`src/hw/rtl/ipasc_pkg.sv`:
```
package ipasc_pkg;

    localparam logic [2:0] NET_IPV4     = 3'd0;
    localparam logic [2:0] NET_IPV6     = 3'd1;
    localparam logic [2:0] NET_TORV3    = 3'd2;
    localparam logic [2:0] NET_I2P      = 3'd3;
    localparam logic [2:0] NET_CJDNS    = 3'd4;
    localparam logic [2:0] NET_INTERNAL = 3'd5;

    localparam logic [2:0] REACH_NONE    = 3'd0;
    localparam logic [2:0] REACH_OTHER   = 3'd1;
    localparam logic [2:0] REACH_OVERLAY = 3'd2;
    localparam logic [2:0] REACH_CROSS   = 3'd3;
    localparam logic [2:0] REACH_SAME    = 3'd4;

    localparam int IN_DATA_W  = 256;
    localparam int IN_USER_W  = 6;
    localparam int OUT_DATA_W = 32;

    typedef struct packed {
        logic [2:0]  network;
        logic [2:0]  source_network;
        logic [63:0] addr_hi;
        logic [63:0] addr_lo;
        logic [63:0] addr_ext_hi;
        logic [63:0] addr_ext_lo;
    } t_addr_item;

    typedef struct packed {
        logic [2:0]  reachability;
        logic [15:0] group_key;
        logic        shared_cgnat;
        logic        unique_local;
        logic        link_local;
        logic        private_range;
        logic        multicast;
        logic        local_res;
        logic        routable;
        logic        valid_res;
    } t_scope_result;

    localparam int RES_W = $bits(t_scope_result);

    function automatic logic is_clear(input logic [2:0] net);
        return (net == NET_IPV4) || (net == NET_IPV6);
    endfunction

    function automatic logic is_overlay(input logic [2:0] net);
        return (net == NET_TORV3) || (net == NET_I2P) || (net == NET_CJDNS);
    endfunction

endpackage

```
`src/hw/rtl/ip_address_scope_classifier.sv`:
```
// Channel  | Direction | Payload
// s_axis   | in        | tdata: addr_hi, addr_lo, addr_ext_hi, addr_ext_lo;
//          |           | tuser: network, source_network
// m_axis   | out       | tdata: flags, group_key, reachability
//
// One transaction is accepted every cycle while m_axis does not stall; its result passes
// through the input register, then the result register, with the classification in
// between, and is shown on m_axis from the result register.
// Throughput is set by the two register stages, each of which refills in the
// cycle it empties. A stall on m_axis holds the result and backs up into s_axis
// once both stages are full. Reset is synchronous and empties both stages.
module ip_address_scope_classifier
    import ipasc_pkg::*;
(
    input  logic                  i_clk,
    input  logic                  i_rst_n,
    input  logic                  i_s_axis_tvalid,
    output logic                  o_s_axis_tready,
    // addr_hi [63:0], addr_lo [127:64], addr_ext_hi [191:128], addr_ext_lo [255:192]
    input  logic [IN_DATA_W-1:0]  i_s_axis_tdata,
    // network [2:0], source_network [5:3]
    input  logic [IN_USER_W-1:0]  i_s_axis_tuser,
    output logic                  o_m_axis_tvalid,
    input  logic                  i_m_axis_tready,
    // valid_res [0], routable [1], local_res [2], multicast [3], private_range [4],
    // link_local [5], unique_local [6], shared_cgnat [7], group_key [23:8],
    // reachability [26:24], zero [31:27]
    output logic [OUT_DATA_W-1:0] o_m_axis_tdata
);

    logic          r_in_valid;
    t_addr_item    r_item;
    logic          r_out_valid;
    t_scope_result r_res;
    t_scope_result n_res;
    logic          out_load;
    logic          in_load;

    assign out_load        = !r_out_valid || i_m_axis_tready;
    assign in_load         = !r_in_valid || out_load;
    assign o_s_axis_tready = in_load;

    ipasc_classify u_classify (
        .i_item (r_item),
        .o_res  (n_res)
    );

    always_ff @(posedge i_clk) begin
        if (!i_rst_n) begin
            r_in_valid  <= 1'b0;
            r_out_valid <= 1'b0;
        end else begin
            if (in_load) begin
                r_in_valid <= i_s_axis_tvalid;
            end
            if (out_load) begin
                r_out_valid <= r_in_valid;
            end
        end
    end

    always_ff @(posedge i_clk) begin
        if (in_load && i_s_axis_tvalid) begin
            r_item.network        <= i_s_axis_tuser[2:0];
            r_item.source_network <= i_s_axis_tuser[5:3];
            r_item.addr_hi        <= i_s_axis_tdata[63:0];
            r_item.addr_lo        <= i_s_axis_tdata[127:64];
            r_item.addr_ext_hi    <= i_s_axis_tdata[191:128];
            r_item.addr_ext_lo    <= i_s_axis_tdata[255:192];
        end
        if (out_load && r_in_valid) begin
            r_res <= n_res;
        end
    end

    assign o_m_axis_tvalid = r_out_valid;
    assign o_m_axis_tdata  = {{(OUT_DATA_W - RES_W){1'b0}}, r_res};

endmodule

```
`src/hw/rtl/ipasc_classify.sv`:
```
module ipasc_classify
    import ipasc_pkg::*;
(
    input  t_addr_item    i_item,
    output t_scope_result o_res
);

    logic [7:0] b0, b1, b2, b3;
    logic       v4, v6, ovl;
    logic       valid, local_f, mcast, priv, ll, ula, cgn, routable, excl4, excl6;
    logic [2:0] reach;

    assign b0  = i_item.addr_hi[63:56];
    assign b1  = i_item.addr_hi[55:48];
    assign b2  = i_item.addr_hi[47:40];
    assign b3  = i_item.addr_hi[39:32];
    assign v4  = (i_item.network == NET_IPV4);
    assign v6  = (i_item.network == NET_IPV6);
    assign ovl = is_overlay(i_item.network);

    always_comb begin
        valid   = 1'b0;
        local_f = 1'b0;
        mcast   = 1'b0;
        priv    = 1'b0;
        ll      = 1'b0;
        ula     = 1'b0;
        cgn     = 1'b0;
        if (v4) begin
            valid   = (i_item.addr_hi[63:32] != 32'd0);
            mcast   = (b0[7:4] == 4'hE);
            priv    = (b0 == 8'd10) || (b0 == 8'd172 && b1[7:4] == 4'h1)
                      || (b0 == 8'd192 && b1 == 8'd168);
            ll      = (b0 == 8'd169) && (b1 == 8'd254);
            cgn     = (b0 == 8'd100) && (b1[7:6] == 2'b01);
            local_f = (b0 == 8'd127);
        end else if (v6) begin
            valid   = ((i_item.addr_hi | i_item.addr_lo) != 64'd0);
            mcast   = (b0 == 8'hFF);
            ll      = (b0 == 8'hFE) && (b1[7:6] == 2'b10);
            ula     = (b0[7:1] == 7'h7E);
            local_f = ((i_item.addr_hi == 64'd0) && (i_item.addr_lo == 64'd1))
                      || ((b0 == 8'hFE) && (b1[7:6] == 2'b10));
        end else if (ovl) begin
            valid   = ((i_item.addr_hi | i_item.addr_lo | i_item.addr_ext_hi
                        | i_item.addr_ext_lo) != 64'd0);
        end else if (i_item.network == NET_INTERNAL) begin
            valid   = 1'b1;
            local_f = 1'b1;
        end
    end

    assign excl4 = (b0 == 8'd0) || ll || priv || cgn
                   || (b0 == 8'd192 && b1 == 8'd0 && (b2 == 8'd0 || b2 == 8'd2))
                   || (b0 == 8'd198 && b1 == 8'd51 && b2 == 8'd100)
                   || (b0 == 8'd203 && b1 == 8'd0 && b2 == 8'd113)
                   || (b0 == 8'd198 && b1[7:1] == 7'd9)
                   || mcast || (b0 >= 8'd240);

    assign excl6 = ula || ll
                   || (b0 == 8'h20 && b1 == 8'h01 && b2 == 8'h0D && b3 == 8'hB8)
                   || (i_item.addr_hi == 64'h0100_0000_0000_0000)
                   || (b0 == 8'h20 && b1 == 8'h02)
                   || (b0 == 8'h20 && b1 == 8'h01 && b2 == 8'h00 && b3 == 8'h00)
                   || mcast;

    assign routable = valid && !local_f && ((v4 && !excl4) || (v6 && !excl6) || ovl);

    always_comb begin
        priority if (!routable) begin
            reach = REACH_NONE;
        end else if (i_item.source_network == i_item.network) begin
            reach = REACH_SAME;
        end else if (is_clear(i_item.source_network) && is_clear(i_item.network)) begin
            reach = REACH_CROSS;
        end else if ((is_clear(i_item.source_network) && ovl)
                     || (is_clear(i_item.network) && is_overlay(i_item.source_network))) begin
            reach = REACH_OVERLAY;
        end else begin
            reach = REACH_OTHER;
        end
    end

    always_comb begin
        o_res.valid_res     = valid;
        o_res.routable      = routable;
        o_res.local_res     = local_f;
        o_res.multicast     = mcast;
        o_res.private_range = priv;
        o_res.link_local    = ll;
        o_res.unique_local  = ula;
        o_res.shared_cgnat  = cgn;
        o_res.group_key     = (v4 || v6) ? {b0, b1} : {13'd0, i_item.network};
        o_res.reachability  = reach;
    end

endmodule

```
`config.mk`:
```
export PLATFORM = sky130hd
export DESIGN_NAME = ip_address_scope_classifier
export DESIGN_NICKNAME = d
export VERILOG_FILES = /design/src/hw/rtl/ipasc_pkg.sv /design/src/hw/rtl/ip_address_scope_classifier.sv /design/src/hw/rtl/ipasc_classify.sv
export SDC_FILE = /design/constraint.sdc
export NUM_CORES = 1
export LEC_CHECK = 0
export ABC_AREA = 1
export BUFFER_PORTS_ARGS = -buffer_cell sky130_fd_sc_hd__clkbuf_2
export CAP_MARGIN = 5
export CORE_ASPECT_RATIO = 0.6
export CORE_UTILIZATION = 50
export CTS_BUF_LIST = sky130_fd_sc_hd__clkbuf_2
export DETAILED_ROUTE_END_ITERATION = 10
export PLACE_DENSITY = 0.77
export SLEW_MARGIN = 20
export SYNTH_ARGS = -nofsm -noshare
export SYNTH_HDL_FRONTEND = slang
export SYNTH_SLANG_ARGS = --single-unit
```
`constraint.sdc`:
```
create_clock -name i_clk -period 11.6 [get_ports i_clk]
set_input_delay 0.58 -clock i_clk [delete_from_list [all_inputs] [get_ports i_clk]]
set_output_delay 0.58 -clock i_clk [all_outputs]
set_load 0.03 [all_outputs]
```
== Word-level counts from Yosys, hierarchy flattened ==
Cells that the tools add are included.
Widths: inputs -> output; s select.
Cells by class
  reduce and logical (&&, ||, !) cells: 74
  order comparisons: 1
  bitwise gates (word level): 4
  multiplexer cells: 19
  equal/unequal tests: 39
Operator list (count)
  $or 64x64->64: 3
  $reduce_bool 64->1: 2
  $eq 8x8->1 const B: 10
  $eq 64x1->1 const B: 1
  $eq 64x57->1 const B: 1
  $logic_not 64->1: 1
  $eq 8x7->1 const B: 4
  $logic_not 8->1: 4
  $reduce_bool 32->1: 1
  $logic_or 1x1->1: 30
  $logic_and 1x1->1: 28
  $eq 8x2->1 const B: 2
  $eq 8x4->1 const B: 2
  $eq 8x6->1 const B: 2
  $mux 1: 15
  $eq 3x2->1 const B: 4
  $eq 3x3->1 const B: 3
  $mux 3: 3
  $eq 8x1->1 const B: 1
  $ge 8x8->1 const B: 1
  $eq 7x4->1 const B: 1
  $eq 7x7->1 const B: 1
  $eq 3x1->1 const B: 2
  $logic_not 3->1: 2
  9 further kinds: 13
Storage, ports and cells
  output and inout bits: 34
  word-level logic and storage cells: 157
  flip-flop bits (word level): 291
  input bits: 266

== Longest topological paths before layout ==
  depth after elaboration: 20
  gate-level depth with buffers: 13
  gate-level depth less buffers: 13

== Cells and area by module ==
A second synthesis with hierarchy kept.
Second synthesis, totals
  cells, all modules: 765
  area total of the unflattened synthesis: 10715.3 um^2
Modules (own cells, without submodules)
  ip_address_scope_classifier: instances 1, sequential area each 8718.4 um^2, cells an instance 308, area an instance 8814.7 um^2
  ipasc_classify: instances 1, sequential area each 0.0 um^2, cells an instance 457, area an instance 1900.6 um^2

== Worst setup path before layout ==
Ideal clock, no wire load.
  path kind: input -> register
  from: input i_m_axis_tready
  to: register r_item[0] (netlist name) (enable)
  library setup time: 0.612 ns
  arrival: 6.076 ns
  buffers on the path: 0
  stages on the path: 4
  required time: 10.988 ns
  slack: 4.912 ns
  cell sequence: inv_1 -> nand3_1 -> nand2_1 -> inv_1
Between the ends
  longest elaborated chain between the ends: 3
RTL lines
  from (decl): RTL line ip_address_scope_classifier.sv:24  | input logic i_m_axis_tready,
  $logic_or 1x1->1: RTL line ip_address_scope_classifier.sv:39  | assign out_load = !r_out_valid || i_m_axis_tready;
  $logic_or 1x1->1: RTL line ip_address_scope_classifier.sv:40  | assign in_load = !r_in_valid || out_load;
  named net o_s_axis_tready: RTL line ip_address_scope_classifier.sv:18  | output logic o_s_axis_tready,
  $logic_and 1x1->1: RTL line ip_address_scope_classifier.sv:63  | if (in_load && i_s_axis_tvalid) begin
  to (decl): RTL line ip_address_scope_classifier.sv:32  | t_addr_item r_item;
The timed path passes the listed nets, and every way through them passes these cells.
A chain may end at the register's enable or synchronous reset.

== Final worst setup path ==
  from: input i_m_axis_tready
  to: register r_item[167] (netlist name) (enable)
Between the ends
  longest elaborated chain between the ends: 3
RTL lines (RTL line)
  $logic_or 1x1->1: ip_address_scope_classifier.sv:39
  $logic_or 1x1->1: ip_address_scope_classifier.sv:40
  $logic_and 1x1->1: ip_address_scope_classifier.sv:63
No other way between the ends.

==> qor.csv <==
metric;value;unit
final_hold_viol_count;0;
power.ir.vdd_worst;0.100;mV
leakage_power_figure;6.49;nW
clkSinkCount;291;
post-route-drc-count;0;
yosys.cell_types.count;24;
dr.pass1.iters;5;
clock_tree.htree_level_count;3;
core;21000;sq um
ys_seq_area_share;81.5;%
initial_drc_count;579;
vias_per_cell;4.83;
synth_area_leader_cell;sky130_fd_sc_hd__edfxtp_1;
netlist_top_cells_area;sky130_fd_sc_hd__edfxtp_1 (81%), sky130_fd_sc_hd__nor2_1 (7.4%), sky130_fd_sc_hd__nand2_1 (4.7%), sky130_fd_sc_hd__inv_1 (1.6%), sky130_fd_sc_hd__nand3_1 (1.1%);
layout_worst_path_cycle_share;22.9;%
power_per_cell_area;133;nW/um^2
critical_path_arrival;3.07;ns
clk_pin_slew_worst_paths;0.11;ns
n_diodes;0;
insertion_delay;0.83;ns
timing.critical_path.from_type;input pin;
path_delay_family;buffers and inverters;
fraction_of_final_layout_cells_sized_beyond_drive_strength_1;29.1;%
chipWidth;191;um
crit_path_cell_trace;dlygate4sd3_1 -> clkbuf_2 -> inv_1 -> nand3_1 -> nand2_1 -> inv_8 -> buf_4;
grt_setup_unrepaired;no;
end_kind;register;
cts_inserted_buffers;67;
area.sequential;8720;sq um
grt_use_total;27.9;%
cp_slowest_stage_delay;0.94;ns
tritoncts_clock_tree;yes;
slew_worst_pin;1.11;ns
antenna_violations_before_repair;1;
std_cell_rows;41;
required;12.02;ns
fin_worst_hold_slack;0.194;ns
multi_input_comb_area;1770;sq um
grt_first_pass_wirelength;45100;um
final_weighted_congestion_in_routability_driven_placement;0.929;
cts-root-to-sink-buffers;3;
root_buf_cell;sky130_fd_sc_hd__clkbuf_2;
initial_utilization;51.0;%
post_cts.repair.setup_buffers;0;
critical_path_peak_fanout;91;
syn-mean-instance-area;13.9;sq um
grt_start_max_net_pins;92;
drv.max_cap_violation_count;0;
postRouteWirelength;30500;um
yosysWarningCount;0;
post_synth_inst_count;769;
criticalPathCategory;input pin to register;
wl_per_cell;17.8;um
timing.critical_path.buf_inv;5;
floorplan.die_area;22000;sq um
achievable-frequency;0.377;GHz
detailroute.via_count;8281;
setup_viol_count_final;0;
final_nets;1663;
final_max_slew_violation_count;0;
mappedNetlistArea;10700;sq um
die_h;115;um
dp_hpwl;16500;um
totalNegativeSetupSlack;0;ns
globalRouteOverflowTotal;0;
finClkSkew;0.0521;ns
synth_seq_cells;291;
port-buffer-count;294;
layout_fillers;1240;
cp_slowest_cell;sky130_fd_sc_hd__buf_4;
vias_in_the_first_global_route;8683;
route.antenna.remaining_nets;0;
synth_largest_type_area_fraction;81.1;%
worst_slew_margin_rel;25.8;%
area_delta_synth_final;46.9;%
run_status;finished, final reports clean;
io_pins;300;
worstHoldPathType;input pin to register;
min_period;2.65;ns
==> cell type report <==
class                      count  share of cell area, %
timing repair buffer         561                   26.3
tap                          279                   2.22
sequential                   291                   55.5
multi-input combinational    425                   11.3
clock inverter                10                  0.406
inverter                      51                   1.27
clock buffer                  96                   3.06
==> metal layers <==
layer,up-vias,track usage [%],share of wire [%]
li1,3915,-,-
met1,3864,34.4,40
met2,453,47.1,49
met3,47,8.88,9.5
met4,2,8.80,1.4
met5,-,0,0.033
==> state kept, by name, indices dropped and copies added (netlist names) <==
signal	count
r_item	262
o_m_axis_tdata	27
o_m_axis_tvalid	1
r_in_valid	1
==> power by group <==
group          switching [mW]  total, mW  internal (mW)  leakage, nW
combinational          0.0955      0.202          0.106         3.22
sequential             0.0251       1.25           1.22         2.84
clock                   0.393      0.632          0.238        0.430
==> cell usage after synthesis <==
cell	number
sky130_fd_sc_hd__nand4_1	5
sky130_fd_sc_hd__dfxtp_1	2
sky130_fd_sc_hd__o21ai_1	2
sky130_fd_sc_hd__a21oi_1	7
sky130_fd_sc_hd__xnor2_1	3
sky130_fd_sc_hd__nand2_1	133
sky130_fd_sc_hd__buf_4	5
sky130_fd_sc_hd__conb_1	1
sky130_fd_sc_hd__inv_2	4
sky130_fd_sc_hd__nor4_2	1
sky130_fd_sc_hd__nand2_2	5
sky130_fd_sc_hd__o21ai_0	6
sky130_fd_sc_hd__nand3_1	24
sky130_fd_sc_hd__nor2_2	7
sky130_fd_sc_hd__clkbuf_1	1
sky130_fd_sc_hd__nor3_1	7
sky130_fd_sc_hd__and2_1	1
sky130_fd_sc_hd__inv_1	47
sky130_fd_sc_hd__edfxtp_1	289
sky130_fd_sc_hd__nand3b_1	3
sky130_fd_sc_hd__nor4_1	2
sky130_fd_sc_hd__nor3b_1	1
sky130_fd_sc_hd__nor2_4	3
sky130_fd_sc_hd__nor2_1	210
==> per-stage QoR <==
step	setup WS [ns]	std cells	utilization (%)	total power, mW	instance area, sq um
after floorplan	4.91	773	-	1.33	10700
after global placement	8.79	1343	59.7	1.38	12500
after detailed placement	8.76	1343	59.7	1.39	12500
after CTS	9.09	1713	74.9	2.07	15700
after global routing	8.92	1713	74.9	2.17	15700
final	8.95	1713	74.9	2.08	15700
==> cells in the final DEF (no fill, tap or decap) <==
cell | netlist | layout
sky130_fd_sc_hd__bufinv_16 | 0 | 1
sky130_fd_sc_hd__inv_1 | 47 | 46
sky130_fd_sc_hd__a21oi_1 | 7 | 6
sky130_fd_sc_hd__inv_2 | 4 | 5
sky130_fd_sc_hd__nor2_2 | 7 | 7
sky130_fd_sc_hd__nor4_2 | 1 | 1
sky130_fd_sc_hd__o21ai_0 | 6 | 6
sky130_fd_sc_hd__nand2_1 | 133 | 133
sky130_fd_sc_hd__nor4_1 | 2 | 2
sky130_fd_sc_hd__inv_8 | 0 | 1
sky130_fd_sc_hd__nor3_1 | 7 | 7
sky130_fd_sc_hd__buf_4 | 5 | 3
sky130_fd_sc_hd__o21ai_1 | 2 | 2
sky130_fd_sc_hd__a21oi_2 | 0 | 1
sky130_fd_sc_hd__nand3b_1 | 3 | 3
sky130_fd_sc_hd__conb_1 | 1 | 5
sky130_fd_sc_hd__nand4_1 | 5 | 5
sky130_fd_sc_hd__clkbuf_2 | 0 | 390
sky130_fd_sc_hd__xnor2_1 | 3 | 3
sky130_fd_sc_hd__nor2_1 | 210 | 210
sky130_fd_sc_hd__and2_1 | 1 | 1
sky130_fd_sc_hd__nand2_2 | 5 | 5
sky130_fd_sc_hd__dfxtp_1 | 2 | 2
sky130_fd_sc_hd__nor3b_1 | 1 | 1
sky130_fd_sc_hd__nor2_4 | 3 | 3
sky130_fd_sc_hd__dlygate4sd3_1 | 0 | 264
sky130_fd_sc_hd__clkinv_1 | 0 | 8
sky130_fd_sc_hd__nand3_1 | 24 | 24
sky130_fd_sc_hd__edfxtp_1 | 289 | 289
==> worst register-to-register path, delay by kind of cell, from the launching register on <==
| family | cells | cell delay, ns |
|---|---|---|
| buffers and inverters | 2 | 1.43 |
| flip-flops | 1 | 0.36 |
| AND/OR/NAND/NOR | 2 | 0.31 |
==> cell families (layout without fill, tap and decap cells) <==
| kind of cell | after synthesis | in the layout | synth area share (%) |
|---|---|---|---|
| compound gates | 15 | 15 | 0.702 |
| xor+xnor | 3 | 3 | 0.246 |
| buf+inv | 57 | 718 | 2.17 |
| flops | 291 | 291 | 81.5 |
| other cells | 1 | 5 | 0.0350 |
| simple gates | 402 | 402 | 15.4 |
==> final timing paths <==
| kind | startpoint | end | slack (ns) | cells past startpoint |
|---|---|---|---|---|
| max | i_m_axis_tready | r_item[167]$_DFFE_PP_ | 8.95 | 7 |
| min | i_s_axis_tvalid | r_in_valid$_SDFFE_PN0N_ | 0.19 | 3 |
| min reg2reg | r_in_valid$_SDFFE_PN0N_ | o_m_axis_tvalid$_SDFFE_PN0P_ | 0.54 | 2 |
| max reg2reg | o_m_axis_tvalid$_SDFFE_PN0P_ | r_item[167]$_DFFE_PP_ | 9.06 | 4 |
==> timing repair <==
item | CTS | global route
setup endpoints to repair | 0 | 0
endpoints found under the hold margin | 264 | 0
gates resized for setup | 0 | 0
hold buffers | 264 | 0
Note: power is estimated with default switching activity, not from simulation.
